[config.mk]
export PLATFORM = sky130hd
export DESIGN_NAME = serial_line_command_gpio_bridge
export DESIGN_NICKNAME = d
export VERILOG_FILES = /design/src/rtl/slcgb_pkg.sv /design/src/rtl/serial_line_command_gpio_bridge.sv /design/src/rtl/slcgb_front.sv /design/src/rtl/slcgb_queue.sv /design/src/rtl/slcgb_back.sv
export SDC_FILE = /design/constraint.sdc
export NUM_CORES = 1
export LEC_CHECK = 0
export ABC_AREA = 1
export ABC_CLOCK_PERIOD_IN_PS = 4550
export BUFFER_PORTS_ARGS = -buffer_cell sky130_fd_sc_hd__clkbuf_2
export CAP_MARGIN = 10
export CORE_MARGIN = 1.5
export CORE_UTILIZATION = 55
export CTS_CLUSTER_SIZE = 16
export DETAILED_ROUTE_END_ITERATION = 10
export PLACE_DENSITY = 0.76
export RECOVER_POWER = 100
export REMOVE_ABC_BUFFERS = 1
export SLEW_MARGIN = 10
export SYNTH_ARGS = -nofsm -noshare
export SYNTH_HDL_FRONTEND = slang
export SYNTH_SLANG_ARGS = --single-unit
[constraint.sdc]
create_clock -name clock -period 4.55 [get_ports clock]
set_clock_uncertainty 0.15 [all_clocks]
set_input_delay 0.91 -clock clock [delete_from_list [all_inputs] [get_ports clock]]
set_output_delay 0.91 -clock clock [all_outputs]
set_load 0.01 [all_outputs]
[src/rtl/slcgb_pkg.sv]
// Shared types, constants and reply text for the serial line command bridge.
`default_nettype none

package slcgb_pkg;

   localparam int LINE_MAX_DEFAULT = 100;
   localparam int QUEUE_DEPTH      = 2;
   localparam int IDX_W            = 5;

   localparam logic [7:0] CHAR_LF   = 8'h0a;
   localparam logic [7:0] CHAR_CR   = 8'h0d;
   localparam logic [7:0] CHAR_NUL  = 8'h00;
   localparam logic [7:0] CHAR_R    = 8'h72;
   localparam logic [7:0] CHAR_D    = 8'h64;
   localparam logic [7:0] CHAR_S    = 8'h73;
   localparam logic [7:0] CHAR_ZERO = 8'h30;
   localparam logic [7:0] CHAR_ONE  = 8'h31;

   typedef enum logic [2:0] {
      REPLY_RESET,
      REPLY_SET,
      REPLY_BAD,
      REPLY_UNKNOWN,
      REPLY_SENSE
   } reply_type;

   typedef struct packed {
      reply_type  kind;
      logic [1:0] levels;
      logic [1:0] sense;
   } entry_type;

   localparam int LEN_RESET   = 14;
   localparam int LEN_SET     = 11;
   localparam int LEN_BAD     = 19;
   localparam int LEN_UNKNOWN = 16;
   localparam int LEN_SENSE   = 2;

   localparam logic [8*LEN_RESET-1:0]   TXT_RESET   = "Outputs Reset\n";
   localparam logic [8*LEN_SET-1:0]     TXT_SET     = "Output Set\n";
   localparam logic [8*LEN_BAD-1:0]     TXT_BAD     = "Invalid sXY Format\n";
   localparam logic [8*LEN_UNKNOWN-1:0] TXT_UNKNOWN = "Unknown Command\n";

   function automatic logic [IDX_W-1:0] reply_len(reply_type kind);
      logic [IDX_W-1:0] len;
      case (kind)
         REPLY_RESET:   len = IDX_W'(LEN_RESET);
         REPLY_SET:     len = IDX_W'(LEN_SET);
         REPLY_BAD:     len = IDX_W'(LEN_BAD);
         REPLY_UNKNOWN: len = IDX_W'(LEN_UNKNOWN);
         REPLY_SENSE:   len = IDX_W'(LEN_SENSE);
         default:       len = IDX_W'(LEN_UNKNOWN);
      endcase
      return len;
   endfunction

   // first character of a string sits in its top byte
   function automatic logic [7:0] reply_char(reply_type kind, logic [IDX_W-1:0] idx,
                                             logic [1:0] sense);
      logic [7:0] c;
      int         i;
      i = int'(idx);
      c = CHAR_LF;
      case (kind)
         REPLY_RESET:   if (i < LEN_RESET)   c = TXT_RESET[8*(LEN_RESET-1-i) +: 8];
         REPLY_SET:     if (i < LEN_SET)     c = TXT_SET[8*(LEN_SET-1-i) +: 8];
         REPLY_BAD:     if (i < LEN_BAD)     c = TXT_BAD[8*(LEN_BAD-1-i) +: 8];
         REPLY_UNKNOWN: if (i < LEN_UNKNOWN) c = TXT_UNKNOWN[8*(LEN_UNKNOWN-1-i) +: 8];
         REPLY_SENSE:   if (i == 0)          c = CHAR_ZERO | {6'd0, sense};
         default:       c = CHAR_LF;
      endcase
      return c;
   endfunction

endpackage

`default_nettype wire

[src/rtl/serial_line_command_gpio_bridge.sv]
// A terminator request's reply is written into the reply queue; its first byte is then
// registered into the output register when the sender is idle.
// The front end takes one request per cycle unless stalled; reply bytes leave one per cycle
// from the output register while rsp_stall is low, and a reply is 2 to 19 bytes long.
// The front end stalls only while the two-entry reply queue is full.
// Reset (synchronous): clears the line state, the front end's pin levels, the queue and rsp_valid.
`default_nettype none

module serial_line_command_gpio_bridge #(
   parameter int LINE_MAX = slcgb_pkg::LINE_MAX_DEFAULT
) (
   input  wire logic       clock,
   input  wire logic       reset,
   input  wire logic       req_valid,
   output logic            req_stall,
   input  wire logic [7:0] req_rx_byte,
   input  wire logic       req_sensor_one,
   input  wire logic       req_sensor_two,
   output logic            rsp_valid,
   input  wire logic       rsp_stall,
   output logic [7:0]      rsp_tx_byte,
   output logic            rsp_reply_last,
   output logic            rsp_drive_zero,
   output logic            rsp_drive_one
);

   logic                 push, pop, full, empty;
   slcgb_pkg::entry_type push_entry, head_entry;

   slcgb_front #(.LINE_MAX(LINE_MAX)) u_front (
      .clock          (clock),
      .reset          (reset),
      .req_valid      (req_valid),
      .req_stall      (req_stall),
      .req_rx_byte    (req_rx_byte),
      .req_sensor_one (req_sensor_one),
      .req_sensor_two (req_sensor_two),
      .queue_full     (full),
      .push           (push),
      .push_entry     (push_entry)
   );

   slcgb_queue u_queue (
      .clock      (clock),
      .reset      (reset),
      .push       (push),
      .push_entry (push_entry),
      .pop        (pop),
      .full       (full),
      .empty      (empty),
      .head_entry (head_entry)
   );

   slcgb_back u_back (
      .clock          (clock),
      .reset          (reset),
      .queue_empty    (empty),
      .head_entry     (head_entry),
      .pop            (pop),
      .rsp_valid      (rsp_valid),
      .rsp_stall      (rsp_stall),
      .rsp_tx_byte    (rsp_tx_byte),
      .rsp_reply_last (rsp_reply_last),
      .rsp_drive_zero (rsp_drive_zero),
      .rsp_drive_one  (rsp_drive_one)
   );

endmodule

`default_nettype wire

[src/rtl/slcgb_front.sv]
// Front end: collects the command line and classifies it on a terminator.
`default_nettype none

module slcgb_front #(
   parameter int LINE_MAX = slcgb_pkg::LINE_MAX_DEFAULT
) (
   input  wire logic                 clock,
   input  wire logic                 reset,
   input  wire logic                 req_valid,
   output logic                      req_stall,
   input  wire logic [7:0]           req_rx_byte,
   input  wire logic                 req_sensor_one,
   input  wire logic                 req_sensor_two,
   input  wire logic                 queue_full,
   output logic                      push,
   output slcgb_pkg::entry_type      push_entry
);

   localparam int CNT_W = $clog2(LINE_MAX);
   localparam logic [CNT_W-1:0] CNT_LIMIT = CNT_W'(LINE_MAX - 1);

   logic [CNT_W-1:0] line_count_ff, line_count_in;
   logic [2:0]       text_len_ff, text_len_in;   // saturates at 4
   logic             zero_seen_ff, zero_seen_in;
   logic [1:0]       levels_ff, levels_in;
   logic [7:0]       head_ff [3];

   logic accept, is_term, head_we;
   logic cmd_r, cmd_d, cmd_s, xy_ok;
   logic [1:0] pin_mask;
   slcgb_pkg::reply_type kind;

   assign req_stall = queue_full;
   assign accept    = req_valid && !queue_full;
   assign is_term   = (req_rx_byte == slcgb_pkg::CHAR_LF) || (req_rx_byte == slcgb_pkg::CHAR_CR);
   assign push      = accept && is_term;

   assign cmd_r = (text_len_ff == 3'd1) && (head_ff[0] == slcgb_pkg::CHAR_R);
   assign cmd_d = (text_len_ff == 3'd1) && (head_ff[0] == slcgb_pkg::CHAR_D);
   assign cmd_s = (text_len_ff == 3'd3) && (head_ff[0] == slcgb_pkg::CHAR_S);
   assign xy_ok = ((head_ff[1] == slcgb_pkg::CHAR_ZERO) || (head_ff[1] == slcgb_pkg::CHAR_ONE))
               && ((head_ff[2] == slcgb_pkg::CHAR_ZERO) || (head_ff[2] == slcgb_pkg::CHAR_ONE));
   assign pin_mask = (head_ff[1] == slcgb_pkg::CHAR_ONE) ? 2'b10 : 2'b01;

   always_comb begin
      kind      = slcgb_pkg::REPLY_UNKNOWN;
      levels_in = levels_ff;
      if (cmd_r) begin
         kind      = slcgb_pkg::REPLY_RESET;
         levels_in = 2'b00;
      end else if (cmd_d) begin
         kind = slcgb_pkg::REPLY_SENSE;
      end else if (cmd_s) begin
         if (xy_ok) begin
            kind = slcgb_pkg::REPLY_SET;
            if (head_ff[2] == slcgb_pkg::CHAR_ONE) levels_in = levels_ff | pin_mask;
            else levels_in = levels_ff & ~pin_mask;
         end else begin
            kind = slcgb_pkg::REPLY_BAD;
         end
      end
      if (!push) levels_in = levels_ff;
   end

   assign push_entry.kind   = kind;
   assign push_entry.levels = levels_in;
   assign push_entry.sense  = {req_sensor_one, req_sensor_two};

   always_comb begin
      line_count_in = line_count_ff;
      text_len_in   = text_len_ff;
      zero_seen_in  = zero_seen_ff;
      head_we       = 1'b0;
      if (accept) begin
         if (is_term || (line_count_ff >= CNT_LIMIT)) begin
            // terminator or overlong line: start over
            line_count_in = '0;
            text_len_in   = 3'd0;
            zero_seen_in  = 1'b0;
         end else begin
            line_count_in = line_count_ff + 1'b1;
            if (req_rx_byte == slcgb_pkg::CHAR_NUL) begin
               zero_seen_in = 1'b1;
            end else if (!zero_seen_ff) begin
               head_we     = (text_len_ff < 3'd3);
               text_len_in = (text_len_ff == 3'd4) ? 3'd4 : text_len_ff + 3'd1;
            end
         end
      end
   end

   always_ff @(posedge clock) begin
      if (reset) begin
         line_count_ff <= '0;
         text_len_ff   <= 3'd0;
         zero_seen_ff  <= 1'b0;
         levels_ff     <= 2'b00;
      end else begin
         line_count_ff <= line_count_in;
         text_len_ff   <= text_len_in;
         zero_seen_ff  <= zero_seen_in;
         levels_ff     <= levels_in;
      end
   end

   always_ff @(posedge clock) begin
      if (head_we) head_ff[text_len_ff[1:0]] <= req_rx_byte;
   end

endmodule

`default_nettype wire

[src/rtl/slcgb_queue.sv]
// Short reply queue between front end and reply sender.
`default_nettype none

module slcgb_queue (
   input  wire logic                 clock,
   input  wire logic                 reset,
   input  wire logic                 push,
   input  wire slcgb_pkg::entry_type push_entry,
   input  wire logic                 pop,
   output logic                      full,
   output logic                      empty,
   output slcgb_pkg::entry_type      head_entry
);

   localparam int DEPTH = slcgb_pkg::QUEUE_DEPTH;
   localparam int PTR_W = (DEPTH > 1) ? $clog2(DEPTH) : 1;
   localparam int CNT_W = $clog2(DEPTH + 1);
   localparam logic [PTR_W-1:0] PTR_LAST = PTR_W'(DEPTH - 1);
   localparam logic [CNT_W-1:0] CNT_FULL = CNT_W'(DEPTH);

   slcgb_pkg::entry_type entries_ff [DEPTH];
   logic [PTR_W-1:0] wr_ptr_ff, wr_ptr_in, rd_ptr_ff, rd_ptr_in;
   logic [CNT_W-1:0] count_ff, count_in;

   assign full       = (count_ff == CNT_FULL);
   assign empty      = (count_ff == '0);
   assign head_entry = entries_ff[rd_ptr_ff];

   always_comb begin
      wr_ptr_in = wr_ptr_ff;
      rd_ptr_in = rd_ptr_ff;
      count_in  = count_ff;
      if (push) wr_ptr_in = (wr_ptr_ff == PTR_LAST) ? '0 : wr_ptr_ff + 1'b1;
      if (pop)  rd_ptr_in = (rd_ptr_ff == PTR_LAST) ? '0 : rd_ptr_ff + 1'b1;
      if (push && !pop)      count_in = count_ff + 1'b1;
      else if (pop && !push) count_in = count_ff - 1'b1;
   end

   always_ff @(posedge clock) begin
      if (reset) begin
         wr_ptr_ff <= '0;
         rd_ptr_ff <= '0;
         count_ff  <= '0;
      end else begin
         wr_ptr_ff <= wr_ptr_in;
         rd_ptr_ff <= rd_ptr_in;
         count_ff  <= count_in;
      end
   end

   always_ff @(posedge clock) begin
      if (push) entries_ff[wr_ptr_ff] <= push_entry;
   end

   a_no_overflow: assert property (@(posedge clock) disable iff (reset) push |-> !full)
      else $error("reply queue written while full");
   a_no_underflow: assert property (@(posedge clock) disable iff (reset) pop |-> !empty)
      else $error("reply queue read while empty");
   a_count_range: assert property (@(posedge clock) disable iff (reset) count_ff <= CNT_FULL)
      else $error("reply queue count out of range");
   a_push_fills: assert property (@(posedge clock) disable iff (reset)
      (push && !pop) |=> !empty)
      else $error("reply queue empty after a write");

endmodule

`default_nettype wire

[src/rtl/slcgb_back.sv]
// Reply sender: spells out queued replies one byte per cycle into the output register while it is not stalled.
`default_nettype none

module slcgb_back (
   input  wire logic                 clock,
   input  wire logic                 reset,
   input  wire logic                 queue_empty,
   input  wire slcgb_pkg::entry_type head_entry,
   output logic                      pop,
   output logic                      rsp_valid,
   input  wire logic                 rsp_stall,
   output logic [7:0]                rsp_tx_byte,
   output logic                      rsp_reply_last,
   output logic                      rsp_drive_zero,
   output logic                      rsp_drive_one
);

   localparam int IDX_W = slcgb_pkg::IDX_W;

   logic [IDX_W-1:0] idx_ff, idx_in;
   logic             valid_ff, valid_in;
   logic [7:0]       byte_ff;
   logic             last_ff;
   logic [1:0]       levels_ff;
   logic             load, last;

   assign load = !queue_empty && (!valid_ff || !rsp_stall);
   assign last = (idx_ff == slcgb_pkg::reply_len(head_entry.kind) - 1'b1);
   assign pop  = load && last;

   always_comb begin
      idx_in   = idx_ff;
      valid_in = valid_ff && rsp_stall;
      if (load) begin
         idx_in   = last ? '0 : idx_ff + 1'b1;
         valid_in = 1'b1;
      end
   end

   always_ff @(posedge clock) begin
      if (reset) begin
         idx_ff   <= '0;
         valid_ff <= 1'b0;
      end else begin
         idx_ff   <= idx_in;
         valid_ff <= valid_in;
      end
   end

   always_ff @(posedge clock) begin
      if (load) begin
         byte_ff   <= slcgb_pkg::reply_char(head_entry.kind, idx_ff, head_entry.sense);
         last_ff   <= last;
         levels_ff <= head_entry.levels;
      end
   end

   assign rsp_valid      = valid_ff;
   assign rsp_tx_byte    = byte_ff;
   assign rsp_reply_last = last_ff;
   assign rsp_drive_zero = levels_ff[0];
   assign rsp_drive_one  = levels_ff[1];

endmodule

`default_nettype wire

==> flow_summary.ini, run 1 <==
[timing]
rsz0062_at_grt = no
finalSetupViolCount = 0
hold_ws_ns = 0.305
worst_pin_slew_ns = 0.646
finalCriticalPeriod_ns = 3.17
finalHoldViolCount = 0
slew_viol_final = 0
setup-tns-final_ns = 0
fmax_ghz = 0.315
min_period_over_period_pct = 69.7
slew_headroom_pct = 56.9

[power]
internal-power_w = 0.00104
switchingPower_w = 0.000282
seqPwrFrac_pct = 54.4
switching_share_pct = 21.3
clkPwrFrac_pct = 41.3
cellPowerDensity_nw_per_um2 = 272
leakage_nw = 2.07
ir_drop_v = 0.000288
p_comb_share_pct = 4.3

[critical_path]
r2r_cells = 14
rrSetupSlack_ns = 1.38
cp_common_cell = nand3_1
crit_path_top_delay_cell = dfxtp_1
cp_cell_sequence = clkinvlp_2, nand2_1, nand2_1, nand3_1, nand3_1, nand2_2, inv_1, nor2_2, nand3_1, ha_1, a21oi_1, o21ai_0, o21ai_0, a21oi_1
path_max_fanout = 10
worst-setup-path-type = reg2reg
crit_arrival_ns = 3.24
max_stage_delay_ns = 0.57
timing.rr.end = u_queue.count_ff[1]
required_ns = 4.62
critPathLaunchType = register
crit_path_end = u_queue.count_ff[1]
crit_path_end_kind = register

[floorplan]
io_pins = 27
start_util_pct = 57.8
die_area_um2 = 8810
die-height_um = 93.8
num_rows = 32
die_w_um = 93.8
coreArea_um2 = 7850

[synthesis]
ys_top_cells_by_area = edfxtp_1 32%, nand2_1 14%, dfxtp_1 11%, nand3_1 5.3%, nor2_1 5.3%
netlist_area_um2 = 4540
synth_fa_ha_area_share_pct = 3.58
synth_top_cell_by_area = edfxtp_1
synth_top_cell_area_share_pct = 31.8
synth_mux_area_share_pct = 0
ys_ff_latch = 72
synth.distinct_cells = 44
synth_xor_area_share_pct = 1.32
yosysSeqAreaShare_pct = 42.3
syn_inst = 611
synthSimpleGateAreaFrac_pct = 34.0
ys_warn_count = 0
avgSynthCellArea_um2 = 7.43
synth-compound-area-share_pct = 10.8
synth_top_family_by_area = simple AND/OR/NAND/NOR gates

[finish]
drive_gt1_share_pct = 7.66
diodes = 0
layout_common_cells = 169 x nand2_1, 66 x nor2_1, 63 x inv_1
fillers = 723
multiInputGateArea_um2 = 2220
final_util_pct = 61.8
final_common_cell = nand2_1
nets = 662
syn2layout_area_growth_pct = 6.95
regArea_um2 = 1920

[global_route]
grt_pass1_vias = 3974
overflow = 0
grt_max_degree = 18
grt_use_total_pct = 24.4
grt_pass1_wl_um = 17000
antenna_found_initial = 0

[clock_network]
postCtsHoldBufs = 0
cts_tree = built
cts_made_buffers = 9
root_buffer = clkbuf_8
clk_pin_slew_ns = 0.08
cts_sinks = 72
post_cts_buffers = 0
clockBufferDepth = 2
cts.repair.resized = 0
htreeDepth = 3
insertion_delay_ns = 0.34

[drt]
viasPerCell = 5.58
postRouteWirelength_um = 10200
drtIter0Drc = 286
wire_per_inst_um = 13.8
dr.pass1.iters = 5
drcViolationCount = 0
detail-route-antenna-nets = 0
vias = 4143

[place]
dpl.hpwl_um = 7510
port_buffers = 25
gp_congestion = 0.944

[run_status]
status = completed

[flow_run]
cap_violations = 0

[min_path]
holdCritPathClass = reg2reg
## worst min-delay path by stage
| stage | from | end | slack, ns | cells after the start |
|---|---|---|---|---|
| finish | u_front.line_count_ff[6] | u_front.line_count_ff[6] | 0.31 | 2 |
| CTS | u_front.line_count_ff[6] | u_front.line_count_ff[6] | 0.31 | 2 |
| detailed placement | u_front.line_count_ff[6] | u_front.line_count_ff[6] | 0.30 | 2 |
| global route | u_front.line_count_ff[6] | u_front.line_count_ff[6] | 0.35 | 2 |
| floorplan | u_front.line_count_ff[6] | u_front.line_count_ff[6] | 0.28 | 2 |
| global placement | u_front.line_count_ff[6] | u_front.line_count_ff[6] | 0.29 | 2 |
## metal layers
layer / vias to the layer above / wire length (um) / track usage [%]
met3: 20 / 622 / 5.18
met4: 0 / 215 / 9.20
li1: 2076 / - / -
met1: 1906 / 4230 / 27.6
met5: - / 0 / 0
met2: 141 / 5150 / 44.8
## layout make-up
| class | count | area share [%] |
|---|---|---|
| clock buffers | 11 | 2.71 |
| inverters | 72 | 5.59 |
| multi-input cells | 455 | 45.8 |
| well taps | 102 | 2.63 |
| flip-flops and latches | 72 | 39.6 |
| repair buffers | 25 | 1.99 |
| clock inverters | 5 | 1.68 |
## synth_stat cells, drive strengths merged
library cell / number
or2: 6
xor2: 6
nand3b: 2
buf: 11
o31ai: 2
clkbuf: 1
nand4: 14
nor2: 72
and2: 2
inv: 70
o22ai: 1
conb: 1
ha: 13
o211ai: 3
a21oi: 36
nor3b: 1
nand2: 181
dfxtp: 24
o21ai: 44
a31oi: 3
a21boi: 1
nor3: 14
nand3: 50
edfxtp: 48
nor4: 3
clkinv: 2
## sequential cells by signal, summed over array words and instances, names as in the netlist, named ones only
register	flops
u_queue.rd_ptr_ff	1
u_queue.entries_ff	14
u_front.text_len_ff	3
u_front.levels_ff	2
u_back.idx_ff	5
u_front.line_count_ff	7
u_back.rsp_valid	1
u_back.rsp_tx_byte	7
u_back.levels_ff	2
u_back.rsp_reply_last	1
u_front.head_ff	24
u_queue.count_ff	2
u_front.zero_seen_ff	1
u_queue.wr_ptr_ff	1
## power by group through the flow
stage | clock (W) | combinational [W] | sequential [W]
2_1_floorplan | 0 | 0.0000371 | 0.000732
6_report | 0.000545 | 0.0000567 | 0.000719
4_1_cts | 0.000556 | 0.0000585 | 0.000719
3_3_place_gp | 0 | 0.0000560 | 0.000733
3_5_place_dp | 0 | 0.0000583 | 0.000734
5_1_grt | 0.000579 | 0.0000649 | 0.000721
## worst max-delay path, delay by kind of cell (launching register included)
kind | cells | cell delay (ns)
buf+inv | 2 | 0.53
flops | 1 | 0.57
simple gates | 7 | 0.96
fa+ha+maj | 1 | 0.36
compound gates | 4 | 0.46
## kinds of logic (layout without fill, tap and decap cells)
family,after synthesis,count (layout)
AO/OA/AOI/OAI,90,90
XOR/XNOR,6,6
adder cells (fa/ha/maj),13,13
buffers and inverters,84,113
flip-flops,72,72
other,1,1
AND/OR/NAND/NOR,345,345
## stage by stage
step | cell area, um2 | total power, W | worst slack, ns | cells
detailed placement | 4710 | 0.000792 | 1.35 | 726
global placement | 4710 | 0.000789 | 1.41 | 726
floorplan | 4460 | 0.000769 | 1.83 | 599
global route | 4850 | 0.00136 | 1.12 | 742
finish | 4850 | 0.00132 | 1.38 | 742
CTS | 4920 | 0.00133 | 1.59 | 742
(Power assumes the default switching activity.)
==> run 2, diff against run 1 <==
- ABC_CLOCK_PERIOD_IN_PS: 4550 -> 3300
- clock period: 4.55 -> 3.3 ns (I/O delays scaled with it)
==> run 2 against run 1 <==
First-iteration DRC count grew 33%. Clock power increased by 48%. Combinational power increased by 38%. Critical path depth shrank 4. Highest routed layer unchanged.
==> flow_summary.ini, run 2 (same netlist as run 1, synthesis figures left out) <==
[finish]
final_cells = 749
syn2layout_area_growth_pct = 8.82
drive_gt1_share_pct = 9.58
diodes = 0
regArea_um2 = 1920
nets = 669
fin_area_um2 = 4940
layout_common_cells = 169 x nand2_1, 66 x nor2_1, 62 x inv_1
largest_reg_flops = 24
fillers = 722
multiInputGateArea_um2 = 2240
final_util_pct = 62.9
final_common_cell = nand2_1

[clock_network]
root_buffer = clkbuf_8
cts.repair.resized = 0
insertion_delay_ns = 0.34
cts_made_buffers = 9
htreeDepth = 3
post_cts_buffers = 0
clk_pin_slew_ns = 0.09
clockBufferDepth = 2
cts_tree = built
postCtsHoldBufs = 0
cts_sinks = 72

[min_path]
holdCritPathClass = reg2reg
hold_start = u_front.line_count_ff[6]

[place]
place_area_um2 = 4760
dp.cells = 733
gp_congestion = 0.984
port_buffers = 25
pre_cts_ws_ns = 0.552
dpl.hpwl_um = 7950

[drt]
detail-route-antenna-nets = 0
drcViolationCount = 0
vias = 4188
postRouteWirelength_um = 10700
dr.pass1.iters = 5
drtIter0Drc = 379
wire_per_inst_um = 14.3
viasPerCell = 5.59

[floorplan]
die_w_um = 93.8
num_rows = 32
start_util_pct = 57.8
coreArea_um2 = 7850
io_pins = 27
die_area_um2 = 8810
die-height_um = 93.8

[global_route]
grt_use_total_pct = 26.1
grt_max_degree = 17
overflow = 0
antenna_found_initial = 0
globalRoute.busiestLayer = met2
grt_pass1_vias = 3937
grtUsageMet1_pct = 31.9
grt_pass1_wl_um = 18100
use_met3_pct = 3.96
grt_util_met2_pct = 44.8

[critical_path]
critPathLaunch = u_back.idx_ff[1]
timing.rr.start = u_back.idx_ff[1]
critPathLaunchType = register
worst-setup-path-type = reg2reg
required_ns = 3.26
crit_family = simple AND/OR/NAND/NOR gates
max_stage_delay_ns = 0.68
cp_cell_sequence = inv_1, ha_1, a21oi_4, nand2_1, nand2_1, nand2_1, o21ai_0, nor2_1, nor2_1, nand2_1
cp_common_cell = nand2_1
path_max_fanout = 15
crit_arrival_ns = 2.78
crit_path_top_delay_cell = dfxtp_1
crit_path_end_kind = register
cp.buffers_inverters = 1

[timing]
rsz0062_at_grt = no
slew_headroom_pct = 37.3
finalCriticalPeriod_ns = 2.82
setup-tns-final_ns = 0
fmax_ghz = 0.354
worst_pin_slew_ns = 0.941
finalSetupViolCount = 0
min_period_over_period_pct = 85.5
worst_slack_ns = 0.477
slew_viol_final = 0
finalHoldViolCount = 0

[power]
p_comb_share_pct = 4.2
cellPowerDensity_nw_per_um2 = 380
switching_share_pct = 23.3
switchingPower_w = 0.000437
seqPwrFrac_pct = 52.8
leakage_nw = 2.11
ir_drop_v = 0.000424
internal-power_w = 0.00144
clkPwrFrac_pct = 43.1

[run_status]
status = completed

[flow_run]
cap_violations = 0
-- run 2: cell count changes in the layout (fill, tap and decap cells not counted), sizes merged --
| cell | before | now |
|---|---|---|
| buf | 0 | 4 |
| inv | 70 | 72 |
| clkbuf | 36 | 37 |
| clkinv | 4 | 5 |
| clkinvlp | 1 | 0 |
-- run 2: layer usage --
| layer | share of wire [%] | vias up |
|---|---|---|
| li1 | - | 2088 |
| met1 | 41 | 1883 |
| met2 | 49 | 183 |
| met3 | 6.3 | 34 |
| met4 | 3.2 | 0 |
| met5 | 0 | - |
-- run 2: power groups by stage --
stage               clock (W)  sequential [W]  combinational (W)
floorplan                   0         0.00101          0.0000512
global placement            0         0.00101          0.0000782
detailed placement          0         0.00101          0.0000804
CTS                  0.000817        0.000991          0.0000803
global route         0.000843        0.000994          0.0000905
finish               0.000808        0.000991          0.0000781
-- run 2: final timing paths --
check | to | slack (ns) | depth (start not counted)
setup reg to reg | u_back.rsp_tx_byte[6] | 0.48 | 10
hold / removal | u_front.line_count_ff[6] | 0.31 | 2
setup / recovery | u_back.rsp_tx_byte[6] | 0.48 | 10
hold reg to reg | u_front.line_count_ff[6] | 0.31 | 2
-- run 2: worst reg2reg max path: cells and delay by family (launching register included) --
kind	cells	cell delay [ns]
AO/OA/AOI/OAI	2	0.38
adder cells (fa/ha/maj)	1	0.31
buffers and inverters	1	0.23
flip-flops	1	0.68
AND/OR/NAND/NOR	6	0.85
-- run 2: per-stage QoR --
stage                     hold WS, ns  total power [W]
after floorplan                 0.281          0.00106
after global placement          0.287          0.00109
after detailed placement        0.299          0.00109
after CTS                       0.312          0.00189
after global routing            0.336          0.00193
final                           0.308          0.00188
-- run 2: area by class of cell --
class,instances,area share [%]
clock buffers,9,2.51
flip-flops and latches,72,38.9
inverters,72,5.62
repair buffers,32,2.84
clock inverters,7,2.08
multi-input cells,455,45.5
well taps,102,2.58
